[src/sv/jpmsp_pkg.sv]
// Shared types and codes of the JPEG marker segment parser.
// No dependencies; used by the interfaces, the top level and the checker.
`timescale 1ns / 1ps

package jpmsp_pkg;

  // Components beyond this position are dropped.
  localparam int MAX_COMPONENTS = 4;

  // Marker type bytes.
  localparam logic [7:0] MRK_PREFIX = 8'hff;
  localparam logic [7:0] MRK_SOI    = 8'hd8;
  localparam logic [7:0] MRK_EOI    = 8'hd9;
  localparam logic [7:0] MRK_TEM    = 8'h01;
  localparam logic [7:0] MRK_RST0   = 8'hd0;
  localparam logic [7:0] MRK_RST7   = 8'hd7;
  localparam logic [7:0] MRK_SOF0   = 8'hc0;
  localparam logic [7:0] MRK_SOS    = 8'hda;
  localparam logic [7:0] MRK_DQT    = 8'hdb;
  localparam logic [7:0] MRK_DHT    = 8'hc4;

  // Result kinds.
  localparam logic [2:0] KIND_FRAME_SIZE = 3'd0;
  localparam logic [2:0] KIND_FRAME_COMP = 3'd1;
  localparam logic [2:0] KIND_QUANT      = 3'd2;
  localparam logic [2:0] KIND_HUFF       = 3'd3;
  localparam logic [2:0] KIND_SCAN_COMP  = 3'd4;
  localparam logic [2:0] KIND_DATA       = 3'd5;
  localparam logic [2:0] KIND_END        = 3'd6;

  // Closing status codes.
  localparam logic [1:0] STATUS_OK      = 2'd0;
  localparam logic [1:0] STATUS_NO_SCAN = 2'd1;
  localparam logic [1:0] STATUS_BAD_LEN = 2'd2;

  typedef struct packed {
    logic [7:0] byte_req;
    logic       last;
  } in_beat_t;

  typedef struct packed {
    logic [2:0]  kind;
    logic [3:0]  index;
    logic        is_ac;
    logic [11:0] position;
    logic [15:0] value;
    logic [15:0] height;
    logic [7:0]  comp_id;
    logic [3:0]  nibble_high;
    logic [3:0]  nibble_low;
    logic [7:0]  extra_byte;
    logic        end_res;
    logic [1:0]  status;
  } out_beat_t;

endpackage

[src/sv/jpmsp_if.sv]
// Valid/ready channel interfaces for the input bytes and the results.
// Depends on jpmsp_pkg for the beat types.
`timescale 1ns / 1ps

interface jpmsp_in_if;
  logic                 valid;
  logic                 ready;
  jpmsp_pkg::in_beat_t  data;

  modport source (output valid, output data, input ready);
  modport sink   (input valid, input data, output ready);
endinterface

interface jpmsp_out_if;
  logic                 valid;
  logic                 ready;
  jpmsp_pkg::out_beat_t data;

  modport source (output valid, output data, input ready);
  modport sink   (input valid, input data, output ready);
endinterface

[src/sv/jpeg_marker_segment_parser.sv]
// JPEG marker segment parser: one file byte a beat in, at most one result a beat out.
// Depends on jpmsp_pkg and the channel interfaces in jpmsp_if.sv.
`timescale 1ns / 1ps

// The parser accepts one file byte in every clock cycle but for the stall named
// below, and delivers a result if the byte makes one. A byte is captured in an
// input register; one pass of logic then updates the parse state and fills the
// output register, which holds a result until it is taken while the next byte
// is already being parsed. Only a result that cannot enter a full, stalled
// output register holds the input side back; bytes without a result never
// stall. There is no clearing pass after reset. A byte flagged as last closes
// the stream and returns the parser to its reset state.
module jpeg_marker_segment_parser (
  input  logic         clk,
  input  logic         rst_n,
  jpmsp_in_if.sink     in_bus,
  jpmsp_out_if.source  out_bus
);
  import jpmsp_pkg::*;

  // Parse mode codes.
  localparam logic [2:0] MODE_SEEK = 3'd0;
  localparam logic [2:0] MODE_TYPE = 3'd1;
  localparam logic [2:0] MODE_LENH = 3'd2;
  localparam logic [2:0] MODE_LENL = 3'd3;
  localparam logic [2:0] MODE_BODY = 3'd4;
  localparam logic [2:0] MODE_DATA = 3'd5;
  localparam logic [2:0] MODE_BAD  = 3'd6;

  localparam logic [7:0] COMP_LIMIT = 8'(MAX_COMPONENTS);
  localparam logic [7:0] CK_SAT     = 8'hff;

  // Input register.
  logic       s1_valid_r;
  logic [7:0] s1_byte_r;
  logic       s1_last_r;

  // Parse state.
  logic [2:0]  mode_r, mode_nxt;
  logic [7:0]  marker_r, marker_nxt;
  logic [15:0] left_r, left_nxt;
  logic [15:0] pos_r, pos_nxt;
  logic [3:0]  tid_r, tid_nxt;
  logic        wide_r, wide_nxt;
  logic        ac_r, ac_nxt;
  logic [7:0]  held_r, held_nxt;
  logic [15:0] fh_r, fh_nxt;
  logic [15:0] fw_r, fw_nxt;
  logic [7:0]  ccount_r, ccount_nxt;
  logic [7:0]  cid_r, cid_nxt;
  logic [7:0]  csamp_r, csamp_nxt;
  logic [11:0] htotal_r, htotal_nxt;
  logic        scan_r, scan_nxt;
  // Frame component counter and byte phase within a component.
  logic [7:0]  ck_r, ck_nxt;
  logic [1:0]  cm_r, cm_nxt;

  // Output register.
  logic      out_valid_r;
  out_beat_t out_data_r;

  out_beat_t   res;
  logic        have;
  logic        s1_go;
  logic [15:0] seg_len;
  logic [15:0] pm1;
  logic [15:0] pm2;
  logic [15:0] pm17;
  logic [14:0] sk;
  logic [7:0]  b;

  assign b    = s1_byte_r;
  assign pm1  = pos_r - 16'd1;
  assign pm2  = pos_r - 16'd2;
  assign pm17 = pos_r - 16'd17;
  assign sk   = pm1[15:1];
  assign seg_len = {held_r, b};

  // The staged byte moves on unless its result finds the output register blocked.
  assign s1_go = s1_valid_r && (!have || !out_valid_r || out_bus.ready);
  assign in_bus.ready = !s1_valid_r || s1_go;

  // Parse one byte: next state and the result it makes.
  always_comb begin
    mode_nxt   = mode_r;
    marker_nxt = marker_r;
    left_nxt   = left_r;
    pos_nxt    = pos_r;
    tid_nxt    = tid_r;
    wide_nxt   = wide_r;
    ac_nxt     = ac_r;
    held_nxt   = held_r;
    fh_nxt     = fh_r;
    fw_nxt     = fw_r;
    ccount_nxt = ccount_r;
    cid_nxt    = cid_r;
    csamp_nxt  = csamp_r;
    htotal_nxt = htotal_r;
    scan_nxt   = scan_r;
    ck_nxt     = ck_r;
    cm_nxt     = cm_r;
    res        = '0;
    have       = 1'b0;

    case (mode_r)
      MODE_SEEK: begin
        if (b == MRK_PREFIX) mode_nxt = MODE_TYPE;
      end
      MODE_TYPE: begin
        // Fill bytes keep us here; standalone markers carry no length word.
        if (b != MRK_PREFIX) begin
          marker_nxt = b;
          if (b inside {MRK_SOI, MRK_EOI, MRK_TEM, [MRK_RST0:MRK_RST7]}) begin
            mode_nxt = MODE_SEEK;
          end else begin
            mode_nxt = MODE_LENH;
          end
        end
      end
      MODE_LENH: begin
        held_nxt = b;
        mode_nxt = MODE_LENL;
      end
      MODE_LENL: begin
        if (seg_len < 16'd2) begin
          mode_nxt = MODE_BAD;
        end else begin
          left_nxt = seg_len - 16'd2;
          pos_nxt  = 16'd0;
          if (seg_len == 16'd2) begin
            if (marker_r == MRK_SOS) begin
              scan_nxt = 1'b1;
              mode_nxt = MODE_DATA;
            end else begin
              mode_nxt = MODE_SEEK;
            end
          end else begin
            mode_nxt = MODE_BODY;
          end
        end
      end
      MODE_BODY: begin
        pos_nxt  = pos_r + 16'd1;
        left_nxt = left_r - 16'd1;
        if (left_r == 16'd1) begin
          if (marker_r == MRK_SOS) begin
            scan_nxt = 1'b1;
            mode_nxt = MODE_DATA;
          end else begin
            mode_nxt = MODE_SEEK;
          end
        end

        // Body decode by segment type.
        case (marker_r)
          MRK_SOF0: begin
            if (pos_r == 16'd1) begin
              fh_nxt = {b, 8'h00};
            end else if (pos_r == 16'd2) begin
              fh_nxt = {fh_r[15:8], b};
            end else if (pos_r == 16'd3) begin
              fw_nxt = {b, 8'h00};
            end else if (pos_r == 16'd4) begin
              fw_nxt = {fw_r[15:8], b};
            end else if (pos_r == 16'd5) begin
              ccount_nxt     = b;
              ck_nxt         = 8'd0;
              cm_nxt         = 2'd0;
              res.kind       = KIND_FRAME_SIZE;
              res.value      = fw_r;
              res.height     = fh_r;
              res.extra_byte = b;
              have           = 1'b1;
            end else if (pos_r >= 16'd6) begin
              // Three bytes per component: id, sampling, quant selector.
              case (cm_r)
                2'd0: cid_nxt = b;
                2'd1: csamp_nxt = b;
                default: begin
                  if (ck_r < ccount_r && ck_r < COMP_LIMIT) begin
                    res.kind        = KIND_FRAME_COMP;
                    res.index       = ck_r[3:0];
                    res.comp_id     = cid_r;
                    res.nibble_high = csamp_r[7:4];
                    res.nibble_low  = csamp_r[3:0];
                    res.extra_byte  = b;
                    have            = 1'b1;
                  end
                end
              endcase
              if (cm_r == 2'd2) begin
                cm_nxt = 2'd0;
                if (ck_r != CK_SAT) ck_nxt = ck_r + 8'd1;
              end else begin
                cm_nxt = cm_r + 2'd1;
              end
            end
          end
          MRK_DQT: begin
            if (pos_r == 16'd0) begin
              tid_nxt  = b[3:0];
              wide_nxt = |b[7:4];
            end else if (wide_r) begin
              // 16-bit entries, high byte first.
              if (pos_r <= 16'd128) begin
                if (pos_r[0]) begin
                  held_nxt = b;
                end else begin
                  res.kind     = KIND_QUANT;
                  res.index    = tid_r;
                  res.position = pm2[12:1];
                  res.value    = {held_r, b};
                  have         = 1'b1;
                end
              end
            end else if (pos_r <= 16'd64) begin
              res.kind     = KIND_QUANT;
              res.index    = tid_r;
              res.position = pm1[11:0];
              res.value    = {8'h00, b};
              have         = 1'b1;
            end
          end
          MRK_DHT: begin
            if (pos_r == 16'd0) begin
              tid_nxt    = b[3:0];
              ac_nxt     = |b[7:4];
              htotal_nxt = 12'd0;
            end else if (pos_r <= 16'd16 || pm17 < {4'h0, htotal_r}) begin
              // Count bytes add to the symbol total; symbols stop at that total.
              if (pos_r <= 16'd16) htotal_nxt = htotal_r + {4'h0, b};
              res.kind     = KIND_HUFF;
              res.index    = tid_r;
              res.is_ac    = ac_r;
              res.position = pm1[11:0];
              res.value    = {8'h00, b};
              have         = 1'b1;
            end
          end
          MRK_SOS: begin
            if (pos_r == 16'd0) begin
              ccount_nxt = b;
            end else if (!pm1[0]) begin
              cid_nxt = b;
            end else if (sk < {7'h00, ccount_r} && sk < {7'h00, COMP_LIMIT}) begin
              res.kind        = KIND_SCAN_COMP;
              res.index       = sk[3:0];
              res.comp_id     = cid_r;
              res.nibble_high = b[7:4];
              res.nibble_low  = b[3:0];
              have            = 1'b1;
            end
          end
          default: ;
        endcase
      end
      MODE_DATA: begin
        res.kind  = KIND_DATA;
        res.value = {8'h00, b};
        have      = 1'b1;
      end
      default: ;
    endcase

    // The last byte of the file always makes a closing result.
    if (s1_last_r) begin
      if (!have) begin
        res      = '0;
        res.kind = KIND_END;
        have     = 1'b1;
      end
      res.end_res = 1'b1;
      if (mode_nxt == MODE_BAD) begin
        res.status = STATUS_BAD_LEN;
      end else if (!scan_nxt) begin
        res.status = STATUS_NO_SCAN;
      end else begin
        res.status = STATUS_OK;
      end
    end
  end

  // Input register.
  always_ff @(posedge clk) begin
    if (!rst_n) begin
      s1_valid_r <= 1'b0;
    end else if (in_bus.ready) begin
      s1_valid_r <= in_bus.valid;
    end
    if (in_bus.ready && in_bus.valid) begin
      s1_byte_r <= in_bus.data.byte_req;
      s1_last_r <= in_bus.data.last;
    end
  end

  // Parse state; the closing byte returns it to reset values.
  always_ff @(posedge clk) begin
    if (!rst_n || (s1_go && s1_last_r)) begin
      mode_r   <= MODE_SEEK;
      marker_r <= '0;
      left_r   <= '0;
      pos_r    <= '0;
      tid_r    <= '0;
      wide_r   <= 1'b0;
      ac_r     <= 1'b0;
      held_r   <= '0;
      fh_r     <= '0;
      fw_r     <= '0;
      ccount_r <= '0;
      cid_r    <= '0;
      csamp_r  <= '0;
      htotal_r <= '0;
      scan_r   <= 1'b0;
      ck_r     <= '0;
      cm_r     <= '0;
    end else if (s1_go) begin
      mode_r   <= mode_nxt;
      marker_r <= marker_nxt;
      left_r   <= left_nxt;
      pos_r    <= pos_nxt;
      tid_r    <= tid_nxt;
      wide_r   <= wide_nxt;
      ac_r     <= ac_nxt;
      held_r   <= held_nxt;
      fh_r     <= fh_nxt;
      fw_r     <= fw_nxt;
      ccount_r <= ccount_nxt;
      cid_r    <= cid_nxt;
      csamp_r  <= csamp_nxt;
      htotal_r <= htotal_nxt;
      scan_r   <= scan_nxt;
      ck_r     <= ck_nxt;
      cm_r     <= cm_nxt;
    end
  end

  // Output register: loads a result, holds it until the beat is taken.
  always_ff @(posedge clk) begin
    if (!rst_n) begin
      out_valid_r <= 1'b0;
    end else if (s1_go && have) begin
      out_valid_r <= 1'b1;
    end else if (out_bus.ready) begin
      out_valid_r <= 1'b0;
    end
    if (s1_go && have) begin
      out_data_r <= res;
    end
  end

  assign out_bus.valid = out_valid_r;
  assign out_bus.data  = out_data_r;

endmodule

[src/flat_wrapper.sv]
// flat-port wrapper written by rule: the top's interface ports become plain ports
module jpeg_marker_segment_parser_flat import jpmsp_pkg::*;
  (clk, rst_n, in_bus_valid, in_bus_data, in_bus_ready, out_bus_valid, out_bus_data, out_bus_ready);
  jpmsp_in_if in_bus_i ();
  jpmsp_out_if out_bus_i ();
  input  logic clk;
  input  logic rst_n;
  input wire logic [$bits(in_bus_i.valid)-1:0] in_bus_valid;
  input wire logic [$bits(in_bus_i.data)-1:0] in_bus_data;
  output wire logic [$bits(in_bus_i.ready)-1:0] in_bus_ready;
  output wire logic [$bits(out_bus_i.valid)-1:0] out_bus_valid;
  output wire logic [$bits(out_bus_i.data)-1:0] out_bus_data;
  input wire logic [$bits(out_bus_i.ready)-1:0] out_bus_ready;
  assign in_bus_i.valid = in_bus_valid;
  assign in_bus_i.data = in_bus_data;
  assign in_bus_ready = in_bus_i.ready;
  assign out_bus_valid = out_bus_i.valid;
  assign out_bus_data = out_bus_i.data;
  assign out_bus_i.ready = out_bus_ready;
  jpeg_marker_segment_parser u_core (.clk(clk), .rst_n(rst_n), .in_bus(in_bus_i), .out_bus(out_bus_i));
endmodule
[config.mk]
export PLATFORM = sky130hd
export DESIGN_NAME = jpeg_marker_segment_parser_flat
export DESIGN_NICKNAME = d
export VERILOG_FILES = /design/src/sv/jpmsp_pkg.sv /design/src/sv/jpmsp_if.sv /design/src/sv/jpeg_marker_segment_parser.sv /design/src/flat_wrapper.sv
export SDC_FILE = /design/constraint.sdc
export NUM_CORES = 1
export LEC_CHECK = 0
export BUFFER_PORTS_ARGS = -buffer_cell sky130_fd_sc_hd__buf_4
export CELL_PAD_IN_SITES_DETAIL_PLACEMENT = 1
export CELL_PAD_IN_SITES_GLOBAL_PLACEMENT = 1
export CORE_MARGIN = 4
export CORE_UTILIZATION = 35
export DETAILED_ROUTE_END_ITERATION = 10
export GPL_ROUTABILITY_DRIVEN = 1
export HOLD_SLACK_MARGIN = 0.02
export PLACE_DENSITY_LB_ADDON = 0.1
export SLEW_MARGIN = 20
export SYNTH_ARGS = -nofsm -noshare
export SYNTH_HDL_FRONTEND = slang
export SYNTH_SLANG_ARGS = --single-unit
[constraint.sdc]
create_clock -name clk -period 17.7 [get_ports clk]
set_clock_uncertainty 0.15 [all_clocks]
set_input_delay 3.54 -clock clk [delete_from_list [all_inputs] [get_ports clk]]
set_output_delay 3.54 -clock clk [all_outputs]
set_load 0.01 [all_outputs]
Word level (Yosys, flattened, before mapping)
Cells that the tools add are included.
Storage, ports and cells
  bits in registers: 226
  input port bits: 13
  logic and storage cells: 285
Operators by class
  add/subtract/negate cells: 9
  order comparisons: 12
  equality and inequality tests: 42
  multiplexer cells: 129
  bitwise logic cells: 6
  reductions and logical operators: 51
Operators with widths (number)
  two-way mux 56 bit: 4
  two-way mux 8 bit: 28
  two-way mux 79 bit: 2
  two-way mux 16 bit: 9
  two-way mux 28 bit: 5
  one-hot mux 16 bit (2 select lines): 4
  two-way mux 7 bit: 12
  two-way mux 24 bit: 3
  == test 8 bit (second input constant): 7
  == test 16 x 2 -> 1 bit (second input constant): 3
  one-hot mux 16 bit (3 select lines): 1
  one-hot mux 8 bit (2 select lines): 3
  two-way mux 40 bit: 1
  two-way mux 12 bit: 3
  two-way mux 36 bit: 1
  two-way mux 35 bit: 1
  == test 16 x 1 -> 1 bit (second input constant): 2
  == test 16 x 3 -> 1 bit (second input constant): 2
  two-way mux 32 bit: 1
  subtractor 16 x 1 -> 16 bit (second input constant): 2
  one-hot mux 7 bit (4 select lines): 1
  two-way mux 1 bit: 27
  inequality test 2 bit (second input constant): 12
  one-hot mux 12 bit (2 select lines): 1
  57 further kinds: 114

Depth between registers and ports, before layout
Gate-level depths: netlist of the first run.
  depth in word-level cells: 19
  gate-level depth with buffers: 23
  mapped depth without buffers: 17

Worst setup path after synthesis of the first run
Ideal clock, no wire load.
  kind: input to output
  start point: input port out_bus_ready
  end point: output port in_bus_ready
  arrival: 4843 ps
  path slack: 9167 ps
  stages on the path: 6
  path buffers: 3
  path through: nand2b_1 clkbuf_1 buf_2 clkbuf_1 nor2_1 nand2_1
Between the ends
  cells in the longest elaborated chain, start to end: 3
RTL lines
  from (decl): RTL line flat_wrapper.sv:13  | input wire logic [$bits(out_bus_i.ready)-1:0] out_bus_ready;
  logical OR 1 bit: RTL line jpeg_marker_segment_parser.sv:80  | assign s1_go = s1_valid_r && (!have || !out_valid_r || out_bus.ready);
  logical AND 1 bit: RTL line jpeg_marker_segment_parser.sv:80
  logical OR 1 bit: RTL line jpeg_marker_segment_parser.sv:81  | assign in_bus.ready = !s1_valid_r || s1_go;
  to (decl): RTL line flat_wrapper.sv:10  | output wire logic [$bits(in_bus_i.ready)-1:0] in_bus_ready;
No other way between the ends.

Worst setup path in the final report of the first run
  start point: register u_core.pos_r[0]
  end point: output port in_bus_ready
Between the ends
  cells in the longest elaborated chain, start to end: 15
  elaborated cells between the ends (all ways): 41
RTL lines
  from (decl): RTL line jpeg_marker_segment_parser.sv:42  | logic [15:0] pos_r, pos_nxt;
  from (signal assigned): RTL line jpeg_marker_segment_parser.sv:320  | pos_r <= pos_nxt;
  branches (longest 7 deep; another with subtractor 16 x 1 -> 16 bit)
  one-hot mux 1 bit (4 select lines) *: RTL line jpeg_marker_segment_parser.sv:155  | case (marker_r)
  one-hot mux 1 bit (2 select lines) *: RTL line jpeg_marker_segment_parser.sv:105  | case (mode_r)
  two-way mux 1 bit *: RTL line jpeg_marker_segment_parser.sv:266  | if (s1_last_r) begin
  logical NOT 1 bit *: RTL line jpeg_marker_segment_parser.sv:80
  logical OR 1 bit * (2 in series): RTL line jpeg_marker_segment_parser.sv:80
  logical AND 1 bit *: RTL line jpeg_marker_segment_parser.sv:80
  logical OR 1 bit *: RTL line jpeg_marker_segment_parser.sv:81
Mark *: on every way between the ends.

==> results of run 1 <==
## kinds of logic after synthesis
logic type               after synthesis
multiplexers                          63
buffers and inverters                133
adder cells (fa/ha/maj)               45
AO/OA/AOI/OAI                        303
XOR/XNOR                              46
AND/OR/NAND/NOR                      494
flip-flops                           226
## critical path, cell delays in order, from the launching register on
cell and delay, ns:
dfxtp_1 0.48, inv_1 0.26, ha_1 0.41, or3b_1 0.51
nand2_1 0.19, nand2_1 0.10, nor2_1 0.17, xor2_1 0.10
ha_1 0.35, nand3_1 0.09, a21boi_0 0.18, a311o_1 0.22
a2111oi_4 0.06, a2111oi_2 0.42, a21boi_4 0.89, nor2_1 0.13
nand2_1 0.13, buf_4 0.13
## power groups by stage
stage          Combinational, W  Sequential, W  Clock [W]
3_5_place_dp          0.0000442       0.000554          0
4_1_cts               0.0000443       0.000543   0.000607
6_report              0.0000434       0.000543   0.000592
2_1_floorplan         0.0000238       0.000556          0
5_1_grt               0.0000468       0.000543   0.000628
3_3_place_gp          0.0000436       0.000554          0
## worst paths after layout
path / from / endpoint / slack (ns)
setup / recovery: u_core.pos_r[0] / in_bus_ready / 8.63
setup reg to reg: u_core.pos_r[0] / u_core.fw_r[4] / 11.66
hold / removal: u_core.fh_r[4] / u_core.fh_r[4] / 0.30
hold reg to reg: u_core.fh_r[4] / u_core.fh_r[4] / 0.30
## flip-flops by register name, indices dropped and copies added, names as in the netlist, 2 cells and up
register             count
u_core.out_bus.data     79
u_core.fh_r             16
u_core.fw_r             16
u_core.left_r           16
u_core.pos_r            16
u_core.htotal_r         12
u_core.b                 8
u_core.ccount_r          8
u_core.cid_r             8
u_core.ck_r              8
u_core.csamp_r           8
u_core.held_r            8
u_core.marker_r          8
u_core.tid_r             4
u_core.mode_r            3
u_core.cm_r              2
## area by class of cell
| type | instances | area [sq um] | area share |
|---|---|---|---|
| well taps | 455 | 569 | 0.0396 |
| clock buffers | 33 | 761 | 0.0530 |
| flip-flops and latches | 226 | 5410 | 0.376 |
| multi-input cells | 951 | 6360 | 0.443 |
| repair buffers | 119 | 913 | 0.0636 |
| inverters | 44 | 165 | 0.0115 |
| clock inverters | 17 | 186 | 0.0130 |
## routing by layer
metal	wire length [um]	share of wire
met1	18900	0.47
met4	815	0.020
met3	1090	0.027
met5	0	0
met2	19600	0.49
## metrics by stage
step	std cells	cell area, sq um	setup slack (ns)
after floorplan	1310	12300	9.17
after global placement	1794	13400	9.42
after detailed placement	1794	13400	9.26
after CTS	1844	14300	8.65
after global routing	1845	14400	8.24
final	1845	14400	8.63
## cells in the final DEF, fill, tap and decap left out, drive strengths merged, types with 30 or more instances in the layout
cell type / synthesis / final
and2: 30 / 30
nor3: 34 / 34
edfxtp: 88 / 88
o21ai: 63 / 63
nand3: 70 / 70
inv: 44 / 46
mux2i: 63 / 63
clkbuf: 64 / 33
nand2: 102 / 102
a21oi: 82 / 82
buf: 25 / 119
ha: 44 / 44
dfxtp: 138 / 138
nor2: 138 / 138
==> flow_summary.toml, run 1 <==
[detailed_routing]
drtIter0Drc = 580
dr.pass1.iters = 4
drc = 0
post_drt_via_cell_ratio = 5.64
wl_per_cell_um = 21.9
wl_um = 40300
drtAntennaViolNets = 0
num_vias = 10408

[sta]
slew_headroom = 0.303
tns_ns = 0
hold_violations = 0
max_freq_ghz = 0.110
worst_slew_pin_slew_ns = 1.04
hold_slack_ns = 0.297
layout_min_cycle_time_ns = 9.07
drv_slew = 0
post-route-period-util = 0.513
final-setup-viol-count = 0
grt_setup_unrepaired = "false"

[pwr]
peakVddDrop_mv = 0.0666
p_switching_w = 0.000274
seq_power_share = 0.461
total_power_w = 0.00118
p_int_w = 0.000904
switching_share = 0.232
power_frac_comb = 0.037
p_leak_nw = 5.69
power_frac_clock = 0.502
powerDensity_mw_per_mm2 = 82.0

[hold_path]
hold_class = "register to register"
min_path_cells = 2

[placed_design]
gp_congestion = 0.883
hpwl_um = 28000
port_buffers = 93

[synth]
syn_nets = 1368
synth_edf_count = 88
synth_cells = 1310
synth_common_cells = "dfxtp_1, nor2_1, nand2_1"
avgSynthCellArea_sq_um = 9.40
synth.area.mux_share = 0.0512
synth_top_family_by_area = "simple AND/OR/NAND/NOR gates"
ys_warn_count = 0
yosysSeqAreaShare = 0.439
synth-compound-area-share = 0.179
synth_fa_ha_area_frac = 0.0463
synth.top_cell.area_share = 0.224
synth_xor_xnor_area_share = 0.0327
ys_seq_elements = 226
yosys.area.top_type = "dfxtp_1"
synth_cell_types = 90
syn_area_sq_mm = 0.0123
yosys.area_share.simple = 0.204
async_flop_share = 0
ys.flop_type = "dfxtp_1"
synthTopCellsByArea = "dfxtp_1, edfxtp_1, mux2i_1"

[die]
num_io_pins = 94
core_region_area_sq_mm = 0.0346
start_util = 0.356
fp-row-count = 68
die_h_um = 196
die_area_sq_mm = 0.0382
die_w_um = 196

[setup_path]
crit_required_ns = 14.01
arrival_ns = 5.38
crit_path_end_kind = "output pin"
r2r_cells = 18
critPathMaxFanout = 21
crit_type = "register to output pin"
cp-start-kind = "register"

[global_route]
grt-busiest-layer = "met2"
use_met2 = 0.352
grt_util_all_layers = 0.205
grt_pass1_vias = 10598
grt_use_met1 = 0.280
use_met3 = 0.0223
grt_max_degree = 70
grt_pass1_wl_um = 62700
antenna_found_initial = 0
overflow = 0

[clocking]
clock_path_buffers = 3
cts_tree = "done"
cts-htree-levels = 1
cts_root_buf = "clkbuf_16"
ctsHoldBuffers = 0
cts_setup_buffers = 0
cts.repair.resized = 0
clkLatencyLatePin_ns = 0.56
cts_sinks = 226
path_clk_slew_ns = 0.06
cts_buffers = 27

[cells_and_area]
drive_gt1_frac = 0.150
utilization = 0.415
layout.nets = 1427
antenna_cells = 0
nFillCells = 3888
area_growth_pct = 16.7

[flow_run]
drv_cap = 0

[status]
status = "finished clean"
Power figures use the tool's default switching activity.
==> inputs of run 2 (changes only) <==
- clock period: 17.7 -> 7.9 ns (I/O delays scaled with it)
==> flow_summary.toml, run 2 (synthesized netlist as in run 1, its figures left out) <==
[clocking]
cts_root_buf = "clkbuf_16"
cts-htree-levels = 1
ctsHoldBuffers = 0
clock_path_buffers = 3
cts.repair.resized = 0
clkLatencyLatePin_ns = 0.57
cts_setup_buffers = 0
cts_buffers = 28
cts_sinks = 226
cts_tree = "done"
path_clk_slew_ns = 0.06

[die]
die_area_sq_mm = 0.0382
die_w_um = 196
start_util = 0.356
die_h_um = 196
core_region_area_sq_mm = 0.0346
fp-row-count = 68
num_io_pins = 94

[cells_and_area]
antenna_cells = 0
layout.nets = 1426
mostFrequentLayoutCells = "nor2_1, dfxtp_1, buf_4"
nFillCells = 3899
area_growth_pct = 16.8
final_area_sq_mm = 0.0144
largest_register_ffs = 79
drive_gt1_frac = 0.147

[pwr]
peakVddDrop_mv = 0.159
p_leak_nw = 5.70
p_int_w = 0.00209
switching_share = 0.223
total_power_w = 0.00270
power_frac_clock = 0.513
seq_power_share = 0.451
powerDensity_mw_per_mm2 = 188
power_frac_comb = 0.036
p_switching_w = 0.000603

[placed_design]
hpwl_um = 27900
dpl_cell_area_sq_mm = 0.0134
gp_congestion = 0.877
port_buffers = 93

[sta]
final-setup-viol-count = 0
slew_headroom = 0.299
layout_min_cycle_time_ns = 6.82
hold_violations = 0
drv_slew = 0
max_freq_ghz = 0.147
post-route-period-util = 0.863
hold_slack_ns = 0.304
grt_setup_unrepaired = "false"
tns_ns = 0
worst_slew_pin_slew_ns = 1.05

[setup_path]
crit_type = "register to output pin"
crit_path_end_kind = "output pin"
arrival_ns = 5.09
cpPeakStageDelay_ns = 0.65
critPathMaxFanout = 21
cp-start-kind = "register"
crit_chain = "inv_1, ha_1, or3b_1, nand2_1, nand2_1, nor2_1, xor2_1, ha_1, a21oi_1, a21boi_0, a311o_1, a2111oi_4, a2111oi_2, a21boi_4, buf_4, nor2_1, nand2_1, buf_4"
r2r_slack_ns = 2.26
critPathSlowestCell = "dfxtp_1"
crit_required_ns = 6.17
cpMostUsedCell = "nand2_1"

[flow_run]
drv_cap = 0

[detailed_routing]
dr.pass1.iters = 5
wl_per_cell_um = 21.9
drtAntennaViolNets = 0
wl_um = 40400
drc = 0
post_drt_via_cell_ratio = 5.60
num_vias = 10339
drtIter0Drc = 515

[hold_path]
hold_class = "register to register"

[global_route]
grt_max_degree = 66
grt_pass1_vias = 10690
antenna_found_initial = 1
grt_util_all_layers = 0.208
grt_pass1_wl_um = 63700
overflow = 0

[status]
status = "finished clean"
run 2: changes by cell type in the layout (fill, tap and decap cells not counted), sizes merged:
cell	delta
clkbuf	+8
clkinvlp	-4
buf	-2
bufinv	+2
clkinv	-2
inv	-2
run 2: area by class of cell:
class | count | area, sq um | share of cell area
Multi-Input combinational cell | 951 | 6370 | 0.443
Sequential cell | 226 | 5410 | 0.376
Timing Repair Buffer | 117 | 878 | 0.0611
Clock buffer | 41 | 790 | 0.0549
Tap cell | 455 | 569 | 0.0396
Clock inverter | 11 | 205 | 0.0143
Inverter | 44 | 165 | 0.0115
run 2: worst paths after layout:
path,endpoint,from,depth (start not counted)
setup / recovery,in_bus_ready,u_core.pos_r[0],18
hold / removal,u_core.fh_r[0],u_core.fh_r[0],2
setup reg to reg,u_core.out_bus.data[69],u_core.pos_r[0],14
hold reg to reg,u_core.fh_r[0],u_core.fh_r[0],2
run 2: power groups by stage:
stage | clock network (W) | registers [W] | logic, W
6_report | 0.00138 | 0.00122 | 0.0000971
5_1_grt | 0.00147 | 0.00122 | 0.000105
4_1_cts | 0.00142 | 0.00122 | 0.0000993
3_5_place_dp | 0 | 0.00124 | 0.0000993
3_3_place_gp | 0 | 0.00124 | 0.0000979
2_1_floorplan | 0 | 0.00124 | 0.0000533
run 2: critical path: cells and delay by family (launching register included):
| family | cells | cell delay, ns |
|---|---|---|
| fa+ha+maj | 2 | 0.74 |
| buf+inv | 3 | 0.75 |
| xor+xnor | 1 | 0.17 |
| flops | 1 | 0.65 |
| simple gates | 6 | 0.94 |
| compound gates | 6 | 1.26 |
run 2: metal layers:
| metal | vias up | global-route usage | share of wire |
|---|---|---|---|
| met2 | 162 | 0.348 | 0.47 |
| met1 | 5204 | 0.288 | 0.47 |
| met4 | 0 | 0.0437 | 0.020 |
| met5 | - | 0 | 0 |
| met3 | 53 | 0.0274 | 0.036 |
| li1 | 4920 | - | - |
run 2: stage by stage:
step / std cells / utilization / worst slack (ns)
floorplan: 1310 / - / 2.06
global placement: 1793 / 0.386 / 1.88
detailed placement: 1793 / 0.386 / 1.67
CTS: 1845 / 0.415 / 1.07
global route: 1845 / 0.415 / 0.708
finish: 1845 / 0.415 / 1.08
